$ cat config.mk
export PLATFORM = sky130hd
export DESIGN_NAME = nmea_rmc_sentence_parser_flat
export DESIGN_NICKNAME = d
export VERILOG_FILES = /design/src/hw/rtl/nrmc_pkg.sv /design/src/hw/rtl/nrmc_if.sv /design/src/hw/rtl/nmea_rmc_sentence_parser.sv /design/src/flat_wrapper.sv
export VERILOG_INCLUDE_DIRS = /design/src /design/src/hw/rtl
export SDC_FILE = /design/constraint.sdc
export NUM_CORES = 1
export LEC_CHECK = 0
export BUFFER_PORTS_ARGS = -buffer_cell sky130_fd_sc_hd__buf_2
export CORE_ASPECT_RATIO = 0.5
export CORE_MARGIN = 2
export CORE_UTILIZATION = 45
export DETAILED_ROUTE_END_ITERATION = 16
export PLACE_DENSITY = 0.61
export SETUP_SLACK_MARGIN = 0.5
export SLEW_MARGIN = 30
export SYNTH_ARGS = -nofsm -noshare
export SYNTH_HDL_FRONTEND = slang
export SYNTH_SLANG_ARGS = --single-unit
$ cat constraint.sdc
create_clock -name clk -period 9 [get_ports clk]
set_clock_uncertainty 0.05 [all_clocks]
set_input_delay 1.8 -clock clk [delete_from_list [all_inputs] [get_ports clk]]
set_output_delay 1.8 -clock clk [all_outputs]
set_load 0.03 [all_outputs]
$ cat src/hw/rtl/nmea_rmc_sentence_parser_macros.svh
// Assertion helpers, clocked on clk and disabled while arst_n is low.
`ifndef NMEA_RMC_SENTENCE_PARSER_MACROS_SVH
`define NMEA_RMC_SENTENCE_PARSER_MACROS_SVH

// cond must hold at every clock edge
`define NRMC_ASSERT_ALWAYS(label, cond, msg) \
	label: assert property (@(posedge clk) disable iff (!arst_n) (cond)) \
		else $error(msg);

// ante implies cons in the same cycle
`define NRMC_ASSERT_IMPL(label, ante, cons, msg) \
	label: assert property (@(posedge clk) disable iff (!arst_n) (ante) |-> (cons)) \
		else $error(msg);

// ante implies cons in the next cycle
`define NRMC_ASSERT_NEXT(label, ante, cons, msg) \
	label: assert property (@(posedge clk) disable iff (!arst_n) (ante) |=> (cons)) \
		else $error(msg);

`endif

$ cat src/hw/rtl/nrmc_pkg.sv
`default_nettype none

package nrmc_pkg;

	localparam int BYTE_W          = 8;
	localparam int LIMIT_W         = 16;
	localparam int TWO_DIG_W       = 7;
	localparam int COORD_W         = 32;
	localparam int MAG_W           = COORD_W - 1;
	localparam int MAX_FIELD_CHARS = 16;
	localparam int FLEN_W          = $clog2(MAX_FIELD_CHARS + 1);
	localparam int BCD_DIGITS      = 6;
	localparam int BCD_W           = 4 * BCD_DIGITS;
	localparam int DCNT_W          = 3;
	localparam int HDR_LEN         = 6;
	localparam int HDR_IDX_W       = 3;

	localparam logic [LIMIT_W-1:0] SEARCH_LIMIT_RST = LIMIT_W'(1000);
	localparam logic [13:0]        COORD_SCALE      = 14'd10000;

	localparam logic [BYTE_W-1:0] CH_COMMA = 8'h2c;
	localparam logic [BYTE_W-1:0] CH_DOT   = 8'h2e;
	localparam logic [BYTE_W-1:0] CH_ZERO  = 8'h30;
	localparam logic [BYTE_W-1:0] CH_NINE  = 8'h39;
	localparam logic [BYTE_W-1:0] CH_A     = 8'h41;
	localparam logic [BYTE_W-1:0] CH_V     = 8'h56;
	localparam logic [BYTE_W-1:0] CH_N     = 8'h4e;
	localparam logic [BYTE_W-1:0] CH_S     = 8'h53;
	localparam logic [BYTE_W-1:0] CH_E     = 8'h45;
	localparam logic [BYTE_W-1:0] CH_W     = 8'h57;

	localparam logic [BYTE_W-1:0] HDR_CHARS [HDR_LEN] =
		'{8'h47, 8'h4e, 8'h52, 8'h4d, 8'h43, 8'h2c};

	typedef enum logic [3:0] {
		PH_HUNT  = 4'd0,
		PH_TIME  = 4'd1,
		PH_STAT  = 4'd2,
		PH_LAT   = 4'd3,
		PH_NS    = 4'd4,
		PH_LON   = 4'd5,
		PH_EW    = 4'd6,
		PH_SKIP1 = 4'd7,
		PH_SKIP2 = 4'd8,
		PH_DATE  = 4'd9
	} phase_t;

	typedef enum logic [1:0] {
		SG_NONE = 2'd0,
		SG_POS  = 2'd1,
		SG_NEG  = 2'd2
	} sign_t;

	typedef struct packed {
		logic                        status;
		logic                        time_valid;
		logic                        position_valid;
		logic                        date_valid;
		logic [TWO_DIG_W-1:0]        hour;
		logic [TWO_DIG_W-1:0]        minute;
		logic [TWO_DIG_W-1:0]        second;
		logic [TWO_DIG_W-1:0]        day;
		logic [TWO_DIG_W-1:0]        month;
		logic [TWO_DIG_W-1:0]        year;
		logic signed [COORD_W-1:0]   latitude;
		logic signed [COORD_W-1:0]   longitude;
	} result_t;

endpackage

`default_nettype wire

$ cat src/hw/rtl/nrmc_if.sv
`default_nettype none

interface nrmc_rx_if import nrmc_pkg::*; ();
	logic              valid;
	logic              ready;
	logic [BYTE_W-1:0] rx_byte;

	modport source (output valid, output rx_byte, input ready);
	modport sink   (input valid, input rx_byte, output ready);
endinterface

interface nrmc_fix_if import nrmc_pkg::*; ();
	logic                      valid;
	logic                      ready;
	logic                      status;
	logic                      time_valid;
	logic                      position_valid;
	logic                      date_valid;
	logic [TWO_DIG_W-1:0]      hour;
	logic [TWO_DIG_W-1:0]      minute;
	logic [TWO_DIG_W-1:0]      second;
	logic [TWO_DIG_W-1:0]      day;
	logic [TWO_DIG_W-1:0]      month;
	logic [TWO_DIG_W-1:0]      year;
	logic signed [COORD_W-1:0] latitude;
	logic signed [COORD_W-1:0] longitude;

	modport source (
		output valid, status, time_valid, position_valid, date_valid,
		output hour, minute, second, day, month, year, latitude, longitude,
		input ready
	);
	modport sink (
		input valid, status, time_valid, position_valid, date_valid,
		input hour, minute, second, day, month, year, latitude, longitude,
		output ready
	);
endinterface

`default_nettype wire

$ cat src/hw/rtl/nmea_rmc_sentence_parser.sv
// A result becomes valid once the item that closes it has passed the input register,
// then the parse logic into the result register.
// Throughput: one item per cycle; the input stage stalls only while a result is held.
// The combinational parse step (digit accumulate, one 31x14 scale multiply) sets this rate.
// Reset: all parse state cleared, header hunt restarts, search_limit returns to 1000.
`default_nettype none

`include "nmea_rmc_sentence_parser_macros.svh"

module nmea_rmc_sentence_parser import nrmc_pkg::*; (
	input  wire logic               clk,
	input  wire logic               arst_n,
	input  wire logic               cfg_we,
	input  wire logic [LIMIT_W-1:0] cfg_wdata,
	nrmc_rx_if.sink                 rx,
	nrmc_fix_if.source              fix
);

	function automatic logic [TWO_DIG_W-1:0] two_dig(input logic [7:0] bcd);
		logic [TWO_DIG_W-1:0] hi;
		logic [TWO_DIG_W-1:0] lo;
		hi = TWO_DIG_W'(bcd[7:4]);
		lo = TWO_DIG_W'(bcd[3:0]);
		return TWO_DIG_W'((hi << 3) + (hi << 1) + lo);
	endfunction

	// input stage
	logic              valid_s1;
	logic [BYTE_W-1:0] byte_s1;

	// state
	logic [LIMIT_W-1:0]   search_limit_q;
	phase_t               phase_q,     phase_n;
	logic [HDR_IDX_W-1:0] hdr_idx_q,   hdr_idx_n;
	logic [LIMIT_W-1:0]   search_cnt_q, search_cnt_n;
	logic [FLEN_W-1:0]    flen_q,      flen_n;
	logic [MAG_W-1:0]     acc_q,       acc_n;
	logic                 dig_end_q,   dig_end_n;
	logic [COORD_W-1:0]   scaled_q,    scaled_n;
	logic                 dot_seen_q,  dot_seen_n;
	logic                 ferr_q,      ferr_n;
	logic [DCNT_W-1:0]    dcnt_q,      dcnt_n;
	logic [BCD_W-1:0]     bcd_q,       bcd_n;
	logic                 time_ok_q,   time_ok_n;
	logic [TWO_DIG_W-1:0] hour_q,      hour_n;
	logic [TWO_DIG_W-1:0] min_q,       min_n;
	logic [TWO_DIG_W-1:0] sec_q,       sec_n;
	logic [MAG_W-1:0]     lat_q,       lat_n;
	logic [MAG_W-1:0]     lon_q,       lon_n;
	sign_t                lat_sign_q,  lat_sign_n;
	sign_t                lon_sign_q,  lon_sign_n;
	logic                 pos_ok_q,    pos_ok_n;

	// result register
	logic    out_valid_q;
	result_t res_q;
	result_t res_n;
	logic    emit;
	logic    fire;
	logic    clr;

	// per-character helpers
	logic                 is_dig;
	logic [3:0]           dval;
	logic [MAG_W+3:0]     acc_x10;
	logic [MAG_W-1:0]     acc_dig;
	logic [DCNT_W-1:0]    dcnt_inc;
	logic [MAG_W+13:0]    scale_mul;
	logic [COORD_W-1:0]   scale_sat;
	logic [COORD_W:0]     coord_sum;
	logic [MAG_W-1:0]     coord_val;
	logic [LIMIT_W-1:0]   cnt_inc;
	logic [HDR_IDX_W-1:0] idx_adv;
	logic                 date_ok;
	logic                 tok;
	logic [COORD_W-1:0]   lat_signed;
	logic [COORD_W-1:0]   lon_signed;

	assign fire     = valid_s1 && (!out_valid_q || fix.ready);
	assign rx.ready = !valid_s1 || fire;

	assign is_dig    = (byte_s1 >= CH_ZERO) && (byte_s1 <= CH_NINE);
	assign dval      = byte_s1[3:0];
	assign acc_x10   = (MAG_W+4)'({acc_q, 3'b000}) + (MAG_W+4)'({acc_q, 1'b0})
		+ (MAG_W+4)'(dval);
	assign acc_dig   = (|acc_x10[MAG_W+3:MAG_W]) ? '1 : acc_x10[MAG_W-1:0];
	assign dcnt_inc  = (&dcnt_q) ? dcnt_q : dcnt_q + DCNT_W'(1);
	assign scale_mul = (MAG_W+14)'(acc_q) * (MAG_W+14)'(COORD_SCALE);
	assign scale_sat = (|scale_mul[MAG_W+13:MAG_W]) ? {1'b1, {MAG_W{1'b0}}}
		: {1'b0, scale_mul[MAG_W-1:0]};
	assign coord_sum = {1'b0, scaled_q} + (COORD_W+1)'(acc_q);
	assign coord_val = (|coord_sum[COORD_W:MAG_W]) ? '1 : coord_sum[MAG_W-1:0];
	assign cnt_inc   = (&search_cnt_q) ? search_cnt_q : search_cnt_q + LIMIT_W'(1);
	assign date_ok   = !ferr_q && (dcnt_q != '0) && (dcnt_q <= DCNT_W'(BCD_DIGITS));
	assign tok       = date_ok;
	assign lat_signed = (lat_sign_q == SG_NEG) ? -{1'b0, lat_q} : {1'b0, lat_q};
	assign lon_signed = (lon_sign_q == SG_NEG) ? -{1'b0, lon_q} : {1'b0, lon_q};

	always_comb begin
		phase_n      = phase_q;
		hdr_idx_n    = hdr_idx_q;
		search_cnt_n = search_cnt_q;
		flen_n       = flen_q;
		acc_n        = acc_q;
		dig_end_n    = dig_end_q;
		scaled_n     = scaled_q;
		dot_seen_n   = dot_seen_q;
		ferr_n       = ferr_q;
		dcnt_n       = dcnt_q;
		bcd_n        = bcd_q;
		time_ok_n    = time_ok_q;
		hour_n       = hour_q;
		min_n        = min_q;
		sec_n        = sec_q;
		lat_n        = lat_q;
		lon_n        = lon_q;
		lat_sign_n   = lat_sign_q;
		lon_sign_n   = lon_sign_q;
		pos_ok_n     = pos_ok_q;
		res_n        = '0;
		emit         = 1'b0;
		clr          = 1'b0;
		idx_adv      = '0;

		if (fire) begin
			if (phase_q == PH_HUNT) begin
				search_cnt_n = cnt_inc;
				if (byte_s1 == HDR_CHARS[hdr_idx_q]) begin
					idx_adv = hdr_idx_q + HDR_IDX_W'(1);
				end else if (byte_s1 == HDR_CHARS[0]) begin
					idx_adv = HDR_IDX_W'(1);
				end
				hdr_idx_n = idx_adv;
				if (idx_adv == HDR_IDX_W'(HDR_LEN)) begin
					hdr_idx_n    = '0;
					search_cnt_n = '0;
					phase_n      = PH_TIME;
					clr          = 1'b1;
					time_ok_n    = 1'b0;
					pos_ok_n     = 1'b0;
					lat_sign_n   = SG_NONE;
					lon_sign_n   = SG_NONE;
				end else if (cnt_inc >= search_limit_q) begin
					hdr_idx_n    = '0;
					search_cnt_n = '0;
					emit         = 1'b1;
					res_n.status = 1'b1;
				end
			end else if (byte_s1 != CH_COMMA) begin
				if (flen_q >= FLEN_W'(MAX_FIELD_CHARS)) begin
					ferr_n = 1'b1;
				end else begin
					flen_n = flen_q + FLEN_W'(1);
				end
				if (!ferr_n) begin
					unique case (phase_q)
						PH_TIME, PH_DATE, PH_LAT, PH_LON: begin
							if ((phase_q == PH_LAT || phase_q == PH_LON)
									&& byte_s1 == CH_DOT) begin
								if (!dot_seen_q) begin
									scaled_n   = scale_sat;
									acc_n      = '0;
									dcnt_n     = '0;
									dig_end_n  = 1'b0;
									dot_seen_n = 1'b1;
								end else begin
									ferr_n = 1'b1;
								end
							end else if (!dig_end_q && is_dig) begin
								acc_n  = acc_dig;
								dcnt_n = dcnt_inc;
								bcd_n  = {bcd_q[BCD_W-5:0], dval};
							end else begin
								dig_end_n = 1'b1;
							end
						end
						PH_STAT: begin
							if (flen_q != '0 || (byte_s1 != CH_A && byte_s1 != CH_V)) begin
								ferr_n = 1'b1;
							end
						end
						PH_NS: begin
							if (flen_q == '0 && byte_s1 == CH_N) begin
								lat_sign_n = SG_POS;
							end else if (flen_q == '0 && byte_s1 == CH_S) begin
								lat_sign_n = SG_NEG;
							end else begin
								lat_sign_n = SG_NONE;
								ferr_n     = 1'b1;
							end
						end
						PH_EW: begin
							if (flen_q == '0 && byte_s1 == CH_E) begin
								lon_sign_n = SG_POS;
							end else if (flen_q == '0 && byte_s1 == CH_W) begin
								lon_sign_n = SG_NEG;
							end else begin
								lon_sign_n = SG_NONE;
								ferr_n     = 1'b1;
							end
						end
						default: begin
						end
					endcase
				end
			end else begin
				clr     = 1'b1;
				phase_n = phase_t'(4'(phase_q) + 4'd1);
				unique case (phase_q)
					PH_TIME: begin
						time_ok_n = tok;
						hour_n    = tok ? two_dig(bcd_q[23:16]) : '0;
						min_n     = tok ? two_dig(bcd_q[15:8])  : '0;
						sec_n     = tok ? two_dig(bcd_q[7:0])   : '0;
					end
					PH_STAT: begin
						time_ok_n = time_ok_q && !ferr_q && (flen_q == FLEN_W'(1));
					end
					PH_LAT: begin
						pos_ok_n = !ferr_q && (dcnt_q != '0);
						lat_n    = coord_val;
					end
					PH_NS: begin
						if (ferr_q || flen_q != FLEN_W'(1)) begin
							lat_sign_n = SG_NONE;
						end
						pos_ok_n = pos_ok_q && (lat_sign_n != SG_NONE);
					end
					PH_LON: begin
						pos_ok_n = pos_ok_q && !ferr_q && (dcnt_q != '0);
						lon_n    = coord_val;
					end
					PH_EW: begin
						if (ferr_q || flen_q != FLEN_W'(1)) begin
							lon_sign_n = SG_NONE;
						end
						pos_ok_n = pos_ok_q && (lon_sign_n != SG_NONE);
					end
					PH_DATE: begin
						phase_n              = PH_HUNT;
						hdr_idx_n            = '0;
						search_cnt_n         = '0;
						emit                 = 1'b1;
						res_n.status         = 1'b0;
						res_n.time_valid     = time_ok_q;
						res_n.position_valid = pos_ok_q;
						res_n.date_valid     = date_ok;
						res_n.hour           = time_ok_q ? hour_q : '0;
						res_n.minute         = time_ok_q ? min_q  : '0;
						res_n.second         = time_ok_q ? sec_q  : '0;
						res_n.day            = date_ok ? two_dig(bcd_q[23:16]) : '0;
						res_n.month          = date_ok ? two_dig(bcd_q[15:8])  : '0;
						res_n.year           = date_ok ? two_dig(bcd_q[7:0])   : '0;
						res_n.latitude       = pos_ok_q ? lat_signed : '0;
						res_n.longitude      = pos_ok_q ? lon_signed : '0;
					end
					default: begin
					end
				endcase
			end
		end

		if (clr) begin
			flen_n     = '0;
			acc_n      = '0;
			dig_end_n  = 1'b0;
			scaled_n   = '0;
			dot_seen_n = 1'b0;
			ferr_n     = 1'b0;
			dcnt_n     = '0;
			bcd_n      = '0;
		end
	end

	always_ff @(posedge clk or negedge arst_n) begin
		if (!arst_n) begin
			valid_s1       <= 1'b0;
			out_valid_q    <= 1'b0;
			search_limit_q <= SEARCH_LIMIT_RST;
			phase_q        <= PH_HUNT;
			hdr_idx_q      <= '0;
			search_cnt_q   <= '0;
			flen_q         <= '0;
			acc_q          <= '0;
			dig_end_q      <= 1'b0;
			scaled_q       <= '0;
			dot_seen_q     <= 1'b0;
			ferr_q         <= 1'b0;
			dcnt_q         <= '0;
			bcd_q          <= '0;
			time_ok_q      <= 1'b0;
			hour_q         <= '0;
			min_q          <= '0;
			sec_q          <= '0;
			lat_q          <= '0;
			lon_q          <= '0;
			lat_sign_q     <= SG_NONE;
			lon_sign_q     <= SG_NONE;
			pos_ok_q       <= 1'b0;
		end else begin
			if (rx.ready) begin
				valid_s1 <= rx.valid;
			end
			if (emit) begin
				out_valid_q <= 1'b1;
			end else if (fix.ready) begin
				out_valid_q <= 1'b0;
			end
			if (cfg_we) begin
				search_limit_q <= cfg_wdata;
			end
			phase_q      <= phase_n;
			hdr_idx_q    <= hdr_idx_n;
			search_cnt_q <= search_cnt_n;
			flen_q       <= flen_n;
			acc_q        <= acc_n;
			dig_end_q    <= dig_end_n;
			scaled_q     <= scaled_n;
			dot_seen_q   <= dot_seen_n;
			ferr_q       <= ferr_n;
			dcnt_q       <= dcnt_n;
			bcd_q        <= bcd_n;
			time_ok_q    <= time_ok_n;
			hour_q       <= hour_n;
			min_q        <= min_n;
			sec_q        <= sec_n;
			lat_q        <= lat_n;
			lon_q        <= lon_n;
			lat_sign_q   <= lat_sign_n;
			lon_sign_q   <= lon_sign_n;
			pos_ok_q     <= pos_ok_n;
		end
	end

	always_ff @(posedge clk) begin
		if (rx.ready && rx.valid) begin
			byte_s1 <= rx.rx_byte;
		end
		if (emit) begin
			res_q <= res_n;
		end
	end

	assign fix.valid          = out_valid_q;
	assign fix.status         = res_q.status;
	assign fix.time_valid     = res_q.time_valid;
	assign fix.position_valid = res_q.position_valid;
	assign fix.date_valid     = res_q.date_valid;
	assign fix.hour           = res_q.hour;
	assign fix.minute         = res_q.minute;
	assign fix.second         = res_q.second;
	assign fix.day            = res_q.day;
	assign fix.month          = res_q.month;
	assign fix.year           = res_q.year;
	assign fix.latitude       = res_q.latitude;
	assign fix.longitude      = res_q.longitude;

	`NRMC_ASSERT_IMPL(a_notfound_clean, fix.valid && fix.status,
		!fix.time_valid && !fix.position_valid && !fix.date_valid
		&& fix.latitude == 0 && fix.longitude == 0 && fix.hour == 0,
		"not-found result carries data")
	`NRMC_ASSERT_IMPL(a_pos_zero, fix.valid && !fix.position_valid,
		fix.latitude == 0 && fix.longitude == 0, "invalid position not zeroed")
	`NRMC_ASSERT_IMPL(a_time_range, fix.valid && fix.time_valid,
		fix.hour <= 99 && fix.minute <= 99 && fix.second <= 99, "time digit out of range")
	`NRMC_ASSERT_IMPL(a_count_idle, phase_q != PH_HUNT,
		search_cnt_q == 0 && hdr_idx_q == 0, "hunt state live during field parse")
	`NRMC_ASSERT_NEXT(a_s1_hold, valid_s1 && !fire,
		valid_s1 && $stable(byte_s1), "input stage lost a stalled item")

endmodule

`default_nettype wire
$ cat src/flat_wrapper.sv
// flat-port wrapper written by rule: the top's interface ports become plain ports
module nmea_rmc_sentence_parser_flat import nrmc_pkg::*;
  (clk, arst_n, cfg_we, cfg_wdata, rx_valid, rx_rx_byte, rx_ready, fix_valid, fix_status, fix_time_valid, fix_position_valid, fix_date_valid, fix_hour, fix_minute, fix_second, fix_day, fix_month, fix_year, fix_latitude, fix_longitude, fix_ready);
  nrmc_rx_if rx_i ();
  nrmc_fix_if fix_i ();
  input  wire logic clk;
  input  wire logic arst_n;
  input  wire logic cfg_we;
  input  wire logic [LIMIT_W-1:0] cfg_wdata;
  input wire logic [$bits(rx_i.valid)-1:0] rx_valid;
  input wire logic [$bits(rx_i.rx_byte)-1:0] rx_rx_byte;
  output wire logic [$bits(rx_i.ready)-1:0] rx_ready;
  output wire logic [$bits(fix_i.valid)-1:0] fix_valid;
  output wire logic [$bits(fix_i.status)-1:0] fix_status;
  output wire logic [$bits(fix_i.time_valid)-1:0] fix_time_valid;
  output wire logic [$bits(fix_i.position_valid)-1:0] fix_position_valid;
  output wire logic [$bits(fix_i.date_valid)-1:0] fix_date_valid;
  output wire logic [$bits(fix_i.hour)-1:0] fix_hour;
  output wire logic [$bits(fix_i.minute)-1:0] fix_minute;
  output wire logic [$bits(fix_i.second)-1:0] fix_second;
  output wire logic [$bits(fix_i.day)-1:0] fix_day;
  output wire logic [$bits(fix_i.month)-1:0] fix_month;
  output wire logic [$bits(fix_i.year)-1:0] fix_year;
  output wire logic [$bits(fix_i.latitude)-1:0] fix_latitude;
  output wire logic [$bits(fix_i.longitude)-1:0] fix_longitude;
  input wire logic [$bits(fix_i.ready)-1:0] fix_ready;
  assign rx_i.valid = rx_valid;
  assign rx_i.rx_byte = rx_rx_byte;
  assign rx_ready = rx_i.ready;
  assign fix_valid = fix_i.valid;
  assign fix_status = fix_i.status;
  assign fix_time_valid = fix_i.time_valid;
  assign fix_position_valid = fix_i.position_valid;
  assign fix_date_valid = fix_i.date_valid;
  assign fix_hour = fix_i.hour;
  assign fix_minute = fix_i.minute;
  assign fix_second = fix_i.second;
  assign fix_day = fix_i.day;
  assign fix_month = fix_i.month;
  assign fix_year = fix_i.year;
  assign fix_latitude = fix_i.latitude;
  assign fix_longitude = fix_i.longitude;
  assign fix_i.ready = fix_ready;
  nmea_rmc_sentence_parser u_core (.clk(clk), .arst_n(arst_n), .cfg_we(cfg_we), .cfg_wdata(cfg_wdata), .rx(rx_i), .fix(fix_i));
endmodule
==> impl_metrics.env <==
export IMPL_pwr_share_comb=0.300
export IMPL_fp_dieArea_um2=56700
export IMPL_busiest_layer="met2"
export IMPL_yosysWarnings=0
export IMPL_yosys_area_share_adder=0.201
export IMPL_grt_antenna_before_repair=1
export IMPL_cts_buffer_depth=3
export IMPL_hp_class="register to register"
export IMPL_dieHeight_um=169
export IMPL_cp_arrival_ns=7.01
export IMPL_dr_pass1_iters=6
export IMPL_grt_pass1_wl_um=103000
export IMPL_synth_edf_count=118
export IMPL_grt_util_met1=0.319
export IMPL_cts_buffers=35
export IMPL_cts_resized=0
export IMPL_initial_core_util=0.457
export IMPL_synth_cell_types=84
export IMPL_internal_power_mw=3.20
export IMPL_wl_per_cell_um=18.3
export IMPL_n_fill_cell=5029
export IMPL_ys_top_cells_by_count="nand2_1 (273), ha_1 (253), inv_1 (235), nor2_1 (227), dfrtp_1 (218)"
export IMPL_synth_area_per_cell_um2=9.38
export IMPL_clk_root_buffer_cell="clkbuf_16"
export IMPL_gp_congestion=0.967
export IMPL_via_per_inst=5.57
export IMPL_post_route_period_util=0.736
export IMPL_synth_xor_area_frac=0.0512
export IMPL_clkLatencyLatePin_ns=0.54
export IMPL_drtIter0Drc=1438
export IMPL_max_freq_ghz=0.151
export IMPL_p_clk_frac=0.296
export IMPL_grt_use_met2=0.362
export IMPL_rows=60
export IMPL_crit_fanout=27
export IMPL_timing_rr_start="u_core.acc_q[4]"
export IMPL_synthArstFlopShare=0.655
export IMPL_final_hold_viol_count=0
export IMPL_wirelength_um=63300
export IMPL_fin_cells=3462
export IMPL_ioPinCount=141
export IMPL_ys_seq_elements=342
export IMPL_drv_slew=0
export IMPL_route_detailed_drc=0
export IMPL_synth_top_family_by_area="adder cells"
export IMPL_setup_tns_ns=0
export IMPL_synthSimpleGateAreaFrac=0.150
export IMPL_switching_share=0.365
export IMPL_final_util=0.505
export IMPL_p_seq_frac=0.404
export IMPL_synthTopCellsByArea="dfrtp_1 (22%), edfxtp_1 (14%), ha_1 (13%)"
export IMPL_grt_pass1_vias=18889
export IMPL_nets=3093
export IMPL_synth_top_area_share=0.221
export IMPL_fin_area_um2=27200
export IMPL_tritoncts="yes"
export IMPL_max_slew_margin_rel=0.352
export IMPL_end_kind="register"
export IMPL_seqCellArea_um2=9160
export IMPL_period_needed_ns=6.63
export IMPL_cap_viol_max_count=0
export IMPL_worst_ir_drop_vdd_v=0.000134
export IMPL_p_leak_nw=13.2
export IMPL_power_switching_mw=1.84
export IMPL_grt_overflow=0
export IMPL_placed_cells=3396
export IMPL_netlist_instances=2625
export IMPL_vias=19279
export IMPL_ctsHoldBuffers=0
export IMPL_startpoint="u_core.acc_q[4]"
export IMPL_place_hpwl_um=48200
export IMPL_cts_num_sinks=342
export IMPL_synth_compound_gate_area_share=0.167
export IMPL_cts_setup_buffers=0
export IMPL_io_buffers=140
export IMPL_start_kind="register"
export IMPL_die_w_um=335
export IMPL_path_class="register to register"
export IMPL_ys_seq_area_frac=0.372
export IMPL_coreArea_um2=53900
export IMPL_ys_flop_type="dfrtp_1"
export IMPL_tightest_slew_ns=0.969
export IMPL_setup_viol=0
export IMPL_htreeDepth=2
export IMPL_grt_usage=0.226
export IMPL_power_density_nw_per_um2=185
export IMPL_multi_input_area_um2=14200
export IMPL_reg2reg_to="u_core.scaled_q[14]"
export IMPL_drt_antenna_violating_nets=0
export IMPL_synth_fp_nets=2996
export IMPL_grt_start_max_net_pins=175
export IMPL_fin_total_pwr_mw=5.04
export IMPL_yosysMostFrequentCell="nand2_1"
export IMPL_antenna_cells=0
export IMPL_r2r_slack_ns=2.37
export IMPL_dpl_cell_area_um2=26000
export IMPL_r2r_cells=22
export IMPL_netlist_area_um2=24600
export IMPL_drive_gt1_frac=0.0928
export IMPL_rsz0062_at_grt="no"
export IMPL_met3_usage=0.0319
export IMPL_synth_top_area_cell="dfrtp_1"
export IMPL_crit_end="u_core.scaled_q[14]"
export IMPL_cp_data_required_time_ns=9.38
export IMPL_status="complete, no violations"
export IMPL_synth_area_mux_share=0.00737
export IMPL_area_growth_pct=10.6
export IMPL_clk_pin_slew_worst_paths_ns=0.06
registers in the layout, indices dropped and copies added (netlist names), 7 cells and up:
signal and count:
u_core.fix.latitude 32, u_core.fix.longitude 32, u_core.acc_q 31, u_core.lat_q 31, u_core.lon_q 31, u_core.scaled_q 28
u_core.bcd_q 24, u_core.search_cnt_q 16, u_core.search_limit_q 16, u_core.byte_s1 8, u_core.fix.day 7, u_core.fix.hour 7
u_core.fix.minute 7, u_core.fix.month 7, u_core.fix.second 7, u_core.fix.year 7, u_core.hour_q 7, u_core.min_q 7
u_core.sec_q 7
placed cells by master (no fill, tap or decap), drive strengths merged, types with 10 or more instances in the layout:
cell    instances
nand4          23
ha            253
nand2b         30
edfxtp        118
o21bai         11
nor4           13
and2           20
buf           161
nand2         273
xor2           61
nor2b          17
a31oi          21
o31ai          27
a21oi         169
nand3          43
nor3           41
dfrtp         218
fa             89
and3           46
or3            22
xnor2          83
inv           236
nor2          227
o22a           42
o21ai         200
a21o           62
clkbuf         54
o21a           17
a22o           10
o211ai         13
a211oi         20
worst min path at each step:
stage                           startpoint  slack (ns)  cells after the start          endpoint
final                      u_core.min_q[5]        0.42                      2   u_core.min_q[5]
after global routing       u_core.sec_q[5]        0.44                      2   u_core.sec_q[5]
after CTS                  u_core.min_q[4]        0.43                      2   u_core.min_q[4]
after detailed placement   u_core.min_q[4]        0.41                      2   u_core.min_q[4]
after global placement    u_core.hour_q[6]        0.40                      2  u_core.hour_q[6]
after floorplan           u_core.hour_q[3]        0.39                      2  u_core.hour_q[3]
power by group through the flow:
stage | logic [mW] | clock network (mW) | registers (mW)
floorplan | 0.902 | 0 | 2.18
global placement | 1.49 | 0 | 2.07
detailed placement | 1.51 | 0 | 2.07
CTS | 1.51 | 1.53 | 2.04
global route | 1.69 | 1.59 | 2.06
finish | 1.51 | 1.49 | 2.04
layout make-up:
| class | instances | area share |
|---|---|---|
| clock buffers | 54 | 0.0381 |
| clock inverters | 10 | 0.00446 |
| inverters | 235 | 0.0324 |
| multi-input cells | 1947 | 0.523 |
| flip-flops and latches | 342 | 0.336 |
| well taps | 713 | 0.0327 |
| repair buffers | 161 | 0.0333 |
stage by stage:
step	hold WS [ns]	setup slack [ns]
after floorplan	0.391	0.811
after global placement	0.403	2.57
after detailed placement	0.411	2.55
after CTS	0.426	2.49
after global routing	0.443	1.92
final	0.423	2.37
worst max-delay path: stages (launching register included):
cell and delay (ns):
dfrtp_1 0.54, inv_1 0.18, fa_1 0.56, inv_1 0.04, ha_1 0.26, inv_1 0.05
fa_1 0.53, inv_1 0.04, ha_1 0.26, inv_1 0.05, fa_1 0.49, inv_1 0.05
ha_1 0.32, o211a_1 0.15, o31a_1 0.15, nor2_1 0.08, o31ai_1 0.72, o211ai_1 0.34
a211oi_1 0.39, o21a_1 0.21, o2111a_1 0.25, nand4_4 0.39, o31ai_1 0.39
logic make-up (layout without fill, tap and decap cells):
group                      after synthesis  in the layout
AOI/OAI and AO/OA                      652            652
xor gates and xnor gates               144            144
adders and majority gates              342            342
buffers and inverters                  336            460
DFF                                    342            342
muxes                                   17             17
and+or+nand+nor                        792            792
metal layers:
layer  vias to the layer above  part of all wire
li1                       9392                 -
met1                      9341              0.47
met2                       451              0.45
met3                        95             0.047
met4                         0             0.031
met5                         -                 0
Note: power is estimated with default switching activity, not from simulation.
